===== config.mk =====
export PLATFORM = sky130hd
export DESIGN_NAME = binary_max_heap_queue
export DESIGN_NICKNAME = d
export VERILOG_FILES = /design/src/hdl/hmq_pkg.sv /design/src/hdl/hmq_ram.sv /design/src/hdl/binary_max_heap_queue.sv
export SDC_FILE = /design/constraint.sdc
export NUM_CORES = 2
export LEC_CHECK = 0
export BUFFER_PORTS_ARGS = -buffer_cell sky130_fd_sc_hd__buf_4
export CAP_MARGIN = 40
export CORE_UTILIZATION = 60
export CTS_BUF_LIST = sky130_fd_sc_hd__clkbuf_8
export CTS_CLUSTER_DIAMETER = 100
export CTS_CLUSTER_SIZE = 24
export DETAILED_ROUTE_END_ITERATION = 7
export PLACE_DENSITY_LB_ADDON = 0.12
export REMOVE_ABC_BUFFERS = 1
export SLEW_MARGIN = 5
export SYNTH_ARGS = -nofsm -noshare
export SYNTH_HDL_FRONTEND = slang
export SYNTH_SLANG_ARGS = --single-unit

===== constraint.sdc =====
create_clock -name clk -period 10.2 [get_ports clk]
set_input_delay 1.02 -clock clk [delete_from_list [all_inputs] [get_ports clk]]
set_output_delay 1.02 -clock clk [all_outputs]
set_load 0.01 [all_outputs]

===== src/hdl/hmq_pkg.sv =====
// Shared constants and types for the binary max-heap priority queue.
`default_nettype none
package hmq_pkg;

  localparam int CAPACITY = 64;
  localparam int AW = $clog2(CAPACITY);
  localparam int CW = $clog2(CAPACITY + 1);
  localparam int IW = AW + 1;
  localparam int VW = 32;

  typedef enum logic [1:0] {
    OP_PUSH  = 2'd0,
    OP_POP   = 2'd1,
    OP_CLEAR = 2'd2,
    OP_QUERY = 2'd3
  } op_t;

  typedef enum logic [1:0] {
    ERR_NONE  = 2'd0,
    ERR_EMPTY = 2'd1,
    ERR_FULL  = 2'd2
  } err_t;

  typedef enum logic [3:0] {
    S_IDLE,
    S_UP_RD,
    S_UP_CMP,
    S_FIN,
    S_DN_LAST,
    S_DN_LOAD,
    S_DN_RDL,
    S_DN_RDR,
    S_DN_CMP,
    S_DONE
  } state_t;

endpackage
`default_nettype wire


===== src/hdl/hmq_ram.sv =====
// Generic single-clock RAM with one write port and one registered read port.
`default_nettype none
module hmq_ram #(
  parameter int WIDTH = 32,
  parameter int DEPTH = 64
) (
  input  wire logic                     clk,
  input  wire logic                     we,
  input  wire logic [$clog2(DEPTH)-1:0] waddr,
  input  wire logic [WIDTH-1:0]         wdata,
  input  wire logic [$clog2(DEPTH)-1:0] raddr,
  output logic      [WIDTH-1:0]         rdata
);

  logic [WIDTH-1:0] mem [DEPTH];

  always_ff @(posedge clk) begin
    if (we) begin
      mem[waddr] <= wdata;
    end
    rdata <= mem[raddr];
  end

endmodule
`default_nettype wire


===== src/hdl/binary_max_heap_queue.sv =====
// Top level of the binary max-heap priority queue.
//
// Channel   Signals                                   Handshake
// command   start, op, value                          accepted when start && !busy
// result    done, top_value, count, empty_res, error  one-cycle strobe on done
//
// Query, clear, pop of the last word and rejected operations raise done in the
// cycle after acceptance. Push reads the parent of the hole and moves it down while
// it is smaller than the new word, which is then written at its final place. Pop
// reads the last word into the root and at each level reads the left and then the
// right child, moving the larger one up while it beats the sinking word; the single
// read port of the heap memory makes the two child reads separate steps.
// Reset empties the queue at once. The result strobe cannot be stalled; busy stays
// high until its cycle ends.
`default_nettype none
module binary_max_heap_queue
  import hmq_pkg::*;
(
  input  wire logic               clk,
  input  wire logic               rst,
  input  wire logic               start,
  output logic                    busy,
  input  wire logic [1:0]         op,
  input  wire logic signed [31:0] value,
  output logic                    done,
  output logic signed [31:0]      top_value,
  output logic [6:0]              count,
  output logic                    empty_res,
  output logic [1:0]              error
);

  state_t state, state_next;
  logic [CW-1:0] cnt, cnt_next;
  logic [AW-1:0] pos, pos_next;
  logic signed [VW-1:0] val, val_next;
  logic signed [VW-1:0] ldata, ldata_next;
  logic signed [VW-1:0] top;
  err_t err, err_next;

  logic          we;
  logic [AW-1:0] waddr;
  logic [VW-1:0] wdata;
  logic [AW-1:0] raddr;
  logic [VW-1:0] rdata;

  logic          accept;
  logic [AW-1:0] pos_m1;
  logic [AW-1:0] parent;
  logic [IW-1:0] left;
  logic [IW-1:0] right;
  logic          right_ok;
  logic signed [VW-1:0] best_val;
  logic [AW-1:0] best_idx;
  logic          best_moved;

  hmq_ram #(
    .WIDTH(VW),
    .DEPTH(CAPACITY)
  ) u_ram (
    .clk  (clk),
    .we   (we),
    .waddr(waddr),
    .wdata(wdata),
    .raddr(raddr),
    .rdata(rdata)
  );

  assign accept = start && !busy;
  assign pos_m1 = pos - AW'(1);
  assign parent = {1'b0, pos_m1[AW-1:1]};
  assign left   = {pos, 1'b1};
  assign right  = left + IW'(1);
  assign right_ok = right < IW'(cnt);

  // Pick the larger child; the left one wins ties and the sinking word wins
  // unless a child is strictly larger.
  always_comb begin
    best_val   = val;
    best_idx   = pos;
    best_moved = 1'b0;
    if (ldata > val) begin
      best_val   = ldata;
      best_idx   = left[AW-1:0];
      best_moved = 1'b1;
    end
    if (right_ok && ($signed(rdata) > best_val)) begin
      best_val   = $signed(rdata);
      best_idx   = right[AW-1:0];
      best_moved = 1'b1;
    end
  end

  always_ff @(posedge clk) begin
    if (rst) begin
      state <= S_IDLE;
      cnt   <= '0;
    end else begin
      state <= state_next;
      cnt   <= cnt_next;
    end
  end

  always_ff @(posedge clk) begin
    pos   <= pos_next;
    val   <= val_next;
    ldata <= ldata_next;
    err   <= err_next;
    if (we && (waddr == '0)) begin
      top <= $signed(wdata);
    end
  end

  // The moving word stays in val and is written once at its final place;
  // each step moves one neighbor into the hole instead of swapping.
  always_comb begin
    state_next = state;
    cnt_next   = cnt;
    pos_next   = pos;
    val_next   = val;
    ldata_next = ldata;
    err_next   = err;
    we         = 1'b0;
    waddr      = pos;
    wdata      = val;
    raddr      = parent;
    busy       = (state != S_IDLE);
    done       = 1'b0;
    case (state)
      S_IDLE: begin
        if (accept) begin
          err_next   = ERR_NONE;
          state_next = S_DONE;
          case (op_t'(op))
            OP_PUSH: begin
              if (cnt == CW'(CAPACITY)) begin
                err_next = ERR_FULL;
              end else begin
                val_next   = value;
                pos_next   = cnt[AW-1:0];
                cnt_next   = cnt + CW'(1);
                state_next = (cnt == '0) ? S_FIN : S_UP_RD;
              end
            end
            OP_POP: begin
              if (cnt == '0) begin
                err_next = ERR_EMPTY;
              end else begin
                cnt_next = cnt - CW'(1);
                if (cnt != CW'(1)) begin
                  state_next = S_DN_LAST;
                end
              end
            end
            OP_CLEAR: begin
              cnt_next = '0;
            end
            OP_QUERY: begin
              if (cnt == '0) begin
                err_next = ERR_EMPTY;
              end
            end
            default: begin
              err_next = ERR_NONE;
            end
          endcase
        end
      end
      S_UP_RD: begin
        raddr      = parent;
        state_next = S_UP_CMP;
      end
      S_UP_CMP: begin
        we = 1'b1;
        if ($signed(rdata) < val) begin
          wdata      = rdata;
          pos_next   = parent;
          state_next = (parent == '0) ? S_FIN : S_UP_RD;
        end else begin
          state_next = S_DONE;
        end
      end
      S_FIN: begin
        we         = 1'b1;
        state_next = S_DONE;
      end
      S_DN_LAST: begin
        raddr      = cnt[AW-1:0];
        state_next = S_DN_LOAD;
      end
      S_DN_LOAD: begin
        val_next   = $signed(rdata);
        pos_next   = '0;
        state_next = S_DN_RDL;
      end
      S_DN_RDL: begin
        if (left >= IW'(cnt)) begin
          we         = 1'b1;
          state_next = S_DONE;
        end else begin
          raddr      = left[AW-1:0];
          state_next = S_DN_RDR;
        end
      end
      S_DN_RDR: begin
        ldata_next = $signed(rdata);
        raddr      = right[AW-1:0];
        state_next = S_DN_CMP;
      end
      S_DN_CMP: begin
        we = 1'b1;
        if (best_moved) begin
          wdata      = best_val;
          pos_next   = best_idx;
          state_next = S_DN_RDL;
        end else begin
          state_next = S_DONE;
        end
      end
      S_DONE: begin
        done       = 1'b1;
        state_next = S_IDLE;
      end
      default: begin
        state_next = S_IDLE;
      end
    endcase
  end

  assign top_value = (cnt != '0) ? top : '0;
  assign count     = 7'(cnt);
  assign empty_res = (cnt == '0);
  assign error     = err;

`ifndef SYNTHESIS
  a_cnt_bound: assert property (@(posedge clk) disable iff (rst)
    cnt <= CW'(CAPACITY))
    else $error("fill count exceeds capacity");

  a_write_busy: assert property (@(posedge clk) disable iff (rst)
    we |-> (state != S_IDLE) && (state != S_DONE))
    else $error("heap memory written outside an operation");

  a_clear: assert property (@(posedge clk) disable iff (rst)
    (accept && (op_t'(op) == OP_CLEAR)) |=> done && empty_res && (error == ERR_NONE))
    else $error("clear did not empty the queue");

  a_full: assert property (@(posedge clk) disable iff (rst)
    (done && (error == ERR_FULL)) |-> (cnt == CW'(CAPACITY)))
    else $error("push rejected while the queue had room");
`endif

endmodule
`default_nettype wire


======== Word-level counts from Yosys, hierarchy flattened ========
Memory sizes are Yosys's and may differ from the RTL's. A register that Yosys moved wholly into a read port is not among the register bits.
Cells that the tools add are included.
storage, ports and cells
  flip-flop bits (word level) ............. 115
  memory bits (writable) .................. 2048
  bits of input ports ..................... 37
  output and inout bits ................... 44
  word-level logic and storage cells ...... 103
  memories kept ........................... 1
cells by class
  $add $sub $neg .......................... 4
  magnitude comparators ................... 5
  equality and inequality tests ........... 22
  muxes and demuxes ....................... 44
  reduce and logical (&&, ||, !) cells .... 20
memories
  memory     depth  bits a word  rd ports  clocked after memory_dff  wr ports  line           RTL
  u_ram.mem  64     32           1         1                         1         hmq_ram.sv:15  logic [WIDTH-1:0] mem [DEPTH];
operator list
  cell                                           count
  2-to-1 mux 32 bit                              8
  case mux 32 bit (2 select lines)               2
  > comparator 32 bit                            2
  2-to-1 mux 6 bit                               8
  case mux 4 bit (9 select lines)                1
  less-than comparator 32 bit                    1
  2-to-1 mux 4 bit                               7
  case mux 6 bit (4 select lines)                1
  case mux 7 bit (3 select lines)                1
  case mux 6 bit (3 select lines)                1
  == test 4 x 3 -> 1 bit, second input constant  4
  adder 7 x 1 -> 7 bit, second input constant    2
  2-to-1 mux 7 bit                               2
  zero test 6 bit                                2
  != test 2 bit, second input constant           6
  == test 4 x 2 -> 1 bit, second input constant  2
  == test 4 bit, second input constant           2
  case mux 4 bit (2 select lines)                1
  nonzero test 4 bit                             2
  == test 7 bit, second input constant           1
  greater-or-equal comparator 7 bit              1
  zero test 7 bit                                1
  less-than comparator 7 bit                     1
  2-to-1 mux 1 bit                               7
  other kinds (24)                               29

======== Depth between registers and ports, before layout ========
  depth after elaboration ................. 7
  depth in mapped cells ................... 24
  depth with buffers taken out ............ 21

======== Hierarchy ========
Synthesis repeated with hierarchy kept, for this count alone.
second synthesis, totals
  cell total of the unflattened synthesis .. 4182
  area total of the unflattened synthesis .. 87426.3 µm²
modules (own cells, without submodules)
  module                 instances  cells an instance  area an instance (µm²)  seq. area each (µm²)
  hmq_ram                1          3324               78515.3                 62139.6
  binary_max_heap_queue  1          858                8911.0                  3343.2

======== Worst setup path before layout ========
OpenSTA, ideal clock, no wires.
  kind .................................... register -> register
  start ................................... register val[1]
  end ..................................... register top[10], data pin
  library setup time ...................... 573 ps
  arrival ................................. 6351 ps
  required time ........................... 9627 ps
  slack ................................... 3277 ps
  cell stages (with the launch flop) ...... 24
  buffers on the path ..................... 3
  clock period less this slack ............ 6923 ps
  cell sequence ........................... edfxtp_1 > inv_1 > ha_1 > nor2b_1 > o21a_1 > o21a_1 > o21ai_0 > a21boi_0 > a311oi_1 > mux2_2 > buf_2 > buf_2 > mux2i_1 > ha_1 > nand4_1 > or2_2 > nor4_1 > a21oi_1 > nand3b_1 > mux2i_1 > nor2_1 > nand2_1 > clkbuf_1 > o221ai_1
on the way
  word-level cells in the longest chain between the ends .. 7
  elaborated cells between the ends (all ways) .. 11
  those cells by class .................... order compare: 3; mux: 7; reduce/logical: 1
ends and longest elaborated chain
  element                                                line                          RTL
  from (decl)                                            binary_max_heap_queue.sv:35   logic signed [VW-1:0] val, val_next;
  from (signal assigned)                                 binary_max_heap_queue.sv:105  val <= val_next;
  > comparator 32 bit                                    binary_max_heap_queue.sv:81   if (ldata > val) begin
  2-to-1 mux 32 bit                                      binary_max_heap_queue.sv:81
  > comparator 32 bit                                    binary_max_heap_queue.sv:86   if (right_ok && ($signed(rdata) > best_val)) begin
  logical AND 1 bit                                      binary_max_heap_queue.sv:86
  2-to-1 mux 32 bit or 2-to-1 mux 1 bit (tied branches)  binary_max_heap_queue.sv:86
  2-to-1 mux 32 bit                                      binary_max_heap_queue.sv:211  if (best_moved) begin
  case mux 32 bit (2 select lines) (*)                   binary_max_heap_queue.sv:128  case (state)
  via u_ram.wdata[10]                                    hmq_ram.sv:10                 input wire logic [WIDTH-1:0] wdata,
  to (signal assigned)                                   binary_max_heap_queue.sv:109  top <= $signed(wdata);
  to (decl)                                              binary_max_heap_queue.sv:37   logic signed [VW-1:0] top;
The timed path passes the listed nets; every way through them passes the cells marked *.
A chain may end at the register's enable or synchronous reset.

======== Worst setup path after layout ========
  start ................................... register val[31]
  end ..................................... memory u_ram.mem[9][26], data pin
on the way
  word-level cells in the longest chain between the ends .. 7
  elaborated cells between the ends (all ways) .. 11
  those cells by class .................... order compare: 3; mux: 7; reduce/logical: 1
ends and longest elaborated chain
  element                                                line
  > comparator 32 bit                                    binary_max_heap_queue.sv:81
  2-to-1 mux 32 bit                                      binary_max_heap_queue.sv:81
  > comparator 32 bit                                    binary_max_heap_queue.sv:86
  logical AND 1 bit                                      binary_max_heap_queue.sv:86
  2-to-1 mux 32 bit or 2-to-1 mux 1 bit (tied branches)  binary_max_heap_queue.sv:86
  2-to-1 mux 32 bit                                      binary_max_heap_queue.sv:211
  case mux 32 bit (2 select lines) (*)                   binary_max_heap_queue.sv:128
  via u_ram.wdata[26]                                    hmq_ram.sv:10
  to (decl)                                              hmq_ram.sv:15
Marked as above.

==> implementation parameters <==
Parameter                              Value

STA
  Final max-slew violation count    0
  Number of setup violations in the final report    0
  Achievable clock frequency    roughly 130 MHz
  Number of failing hold endpoints at the final stage    0
  Portion of the clock cycle consumed by the worst path in the final layout    0.752
  Final Critical Period    about 7.7 ns
  Worst Skew    about 0.056 ns
  Worst slew pin tran    about 1.1 ns
  Relative slew margins    0.271
  Worst hold slack    0.339 ns
  Setup repair after global routing missed its margin    false
  Total Negative Setup Slacks    0 ns

Hold path
  Worst min path class    primary input to flip-flop
  Hold path cells    2
  Hold Path End    count[2]
  Worst Hold Launch    rst

Run
  Max-Cap Viols    0

Logic synthesis
  Top area cells in the synthesized netlist    edfxtp_1, nand2_1, mux4_2, nand3_1, ha_1
  Combined area of all synthesized cells    between 80000 and 90000 um^2
  Yosys warning total    0
  Number of distinct library cells after synthesis    84
  Portion of synthesized cell area occupied by the leading cell type    0.723
  Average cell area after synthesis    14.7 um^2
  Register area share after synthesis    0.733
  Number of synthesized flops with an enable pin    2152
  Most used flip-flop cell after synthesis    edfxtp_1
  Number of register bits inferred by synthesis    between 2000 and 2500
  Yosys top cell by area    edfxtp_1
  Post-Syn Instances    6061
  Fraction of registers with async set or reset after synthesis    0

GRT
  Vias in the first global route    roughly 52000
  Overall global routing resource usage    0.386
  Remaining Overflow, GRT    0
  First-pass GRT wire length    404 mm
  Pin count of the biggest net entering global routing    about 140
  Number of antenna violations at the first check in global routing    23

Final layout
  NumNets Final    roughly 6300
  Fraction of the core area covered by cells at the end of the flow    0.651
  Area growth from synthesis to final layout    7.68%
  Share of layout cells above drive strength 1    0.132
  Filler cells    10400
  Summed area of non-filler cells in the final layout    between 90000 and 100000 um^2

Die
  Full die area    ~150000 um^2
  Height of the die    ~390 um
  Die boundary width    388 um
  Cell Rows    ~140
  Starting density of the core    0.604
  Area of the placeable core    148000 um^2
  Boundary Pins    81

Place
  Count of input and output buffers    80
  Instance area at placement    around 94000 um^2
  Global placer's final weighted congestion    0.934
  Detail Placement HPWL    between 150 and 200 mm

Clock tree
  Buffer levels on the longest clock path    3
  Clock tree from TritonCTS    yes
  Clock insertion delay at the later pin of the skew report    approximately 0.94 ns
  Inserted Clock Buffers    roughly 100
  CTS hold repair buffers    0
  Post-CTS repair timing setup buffer count    0
  Clock root buffer master    clkbuf_8
  Number of cells upsized or downsized after cts    0
  Sinks on Clock Net    2195
  Level count of the clock H-tree    3
  Clock transition at path regs    about 0.16 ns

Drt
  Via-to-Cell Ratio    between 6 and 7
  Total DRC errors in the routed layout    0
  First-pass DRT Iterations    6
  Overall routed net length    a little under 300 mm
  Iteration-0 DRC Markers    approximately 9700
  Total number of vias    around 57000
  Remaining antenna violation count    0
  Average wire per standard cell    between 30 and 40 um

Setup path
  Critical path launch point type    flip-flop
  Worst setup slack for register-to-register paths    roughly 2.5 ns
  Worst endpoint data arrival time    8.39 ns
  Path type of the worst setup path    flip-flop to flip-flop
  Capturing point of the worst reg2reg path    u_ram.mem[9][26]
  R2R Path Start    val[31]
  Worst reg2reg path depth    21
  Maximum fanout along the worst path    40
  Data required time at the worst endpoint    10.92 ns
  Capturing element type of the critical path    flip-flop

Run status
  Run status    finished, final reports clean
==> final cells by class <==
class	count	area [um^2]	area share
inverters	58	218	0.00226
clock inverters	78	377	0.00391
diodes	18	45.0	0.000468
flip-flops and latches	2195	65500	0.681
well taps	1930	2410	0.0251
repair buffers	321	3200	0.0333
clock buffers	104	1430	0.0149
multi-input cells	3450	23000	0.240
==> placed cells by master (no fill, tap or decap), drive strengths merged, types with 8 or more instances in the layout <==
cell type  Yosys  routed
a2111oi       16      16
a211oi        13      13
a21o          30      30
a21oi        219     219
a221oi        26      26
a22oi         30      30
a2bb2oi        8       8
a311oi        26      26
a31oi         72      72
a32oi         12      12
and2          35      35
and3          79      79
buf          260     321
clkbuf        98     104
dfxtp         43      43
diode          0      18
edfxtp      2152    2152
ha           117     117
inv           58     132
mux2          40      40
mux2i         91      91
mux4         190     190
nand2       1327    1327
nand3        636     636
nand4         24      24
nor2         139     139
nor2b         10      10
nor3          35      35
nor4          16      16
o211ai        19      19
o21a          10      10
o21ai         64      64
o221ai        41      41
o22ai         19      19
or2            8       8
or3            9       9
==> synth_stat cells (33+ instances only) <==
cell type and count:
nor3_1 33, and2_1 35, clkbuf_1 98, dfxtp_1 43, inv_1 54, mux2_2 38, nand2_1 1325, o21ai_0 56
a31oi_1 72, mux4_2 190, buf_2 179, mux2i_1 91, buf_4 40, and3_1 78, nor2_1 135, a21oi_1 217
edfxtp_1 2152, o221ai_1 41, ha_1 117, nand3_1 636
==> registers in the layout, summed over array words and instances, names as in the netlist <==
signal	cells
state	4
count	7
ldata	32
top	32
u_ram.mem	2048
val	32
u_ram.rdata	32
pos	6
error	2
==> metrics by stage <==
| stage | worst slack [ns] | instances |
|---|---|---|
| floorplan | -19.17 | 5703 |
| finish | 2.53 | 8154 |
| detailed placement | 2.68 | 7953 |
| CTS | 2.67 | 8135 |
| global placement | 2.00 | 7899 |
| global route | 2.22 | 8142 |
==> how the worst max path moves through the flow <==
stage	startpoint	endpoint
after global placement	val[31]	u_ram.mem[57][11]
final	val[31]	u_ram.mem[9][26]
after global routing	val[31]	u_ram.mem[23][26]
after detailed placement	val[31]	u_ram.mem[22][26]
after floorplan	state[0]	u_ram.rdata[30]
after CTS	val[31]	u_ram.mem[13][26]
==> critical path: stages (launching register included) <==
cell and delay, ns:
edfxtp_1 0.38, inv_1 0.10, ha_1 0.43, nand4_1 0.24
nor4_1 0.64, a21boi_0 0.24, a311oi_1 0.07, mux2_2 0.61
buf_4 0.34, mux2i_1 0.40, ha_1 0.32, a21o_1 0.16
a21o_1 0.17, a21oi_1 0.21, nand2_1 0.08, o211ai_1 0.25
a211oi_1 0.14, nor2_1 0.52, nand2_4 0.44, buf_16 0.36
o221ai_4 0.77, buf_4 0.49
==> metal layers <==
metal	global-route usage	vias to the layer above	share of wire
met5	0	-	0.00025
met4	0.166	10	0.052
met3	0.0893	667	0.14
met2	0.569	4477	0.44
met1	0.558	28700	0.36
li1	-	23100	-
==> logic make-up (layout without fill, tap and decap cells) <==
| family | count (synthesis) | count (layout) | share of synthesized area |
|---|---|---|---|
| DFF | 2195 | 2195 | 0.733 |
| muxes | 321 | 321 | 0.0631 |
| buffers and inverters | 416 | 561 | 0.0231 |
| adders and majority gates | 117 | 117 | 0.0164 |
| other | 0 | 18 | 0 |
| AOI/OAI and AO/OA | 660 | 660 | 0.0493 |
| xor gates and xnor gates | 10 | 10 | 0.000980 |
| and+or+nand+nor | 2342 | 2342 | 0.114 |
Power is left out: the tool's default activity adds up to more than one toggle a clock period on the data nets, which glitch-free logic cannot reach.
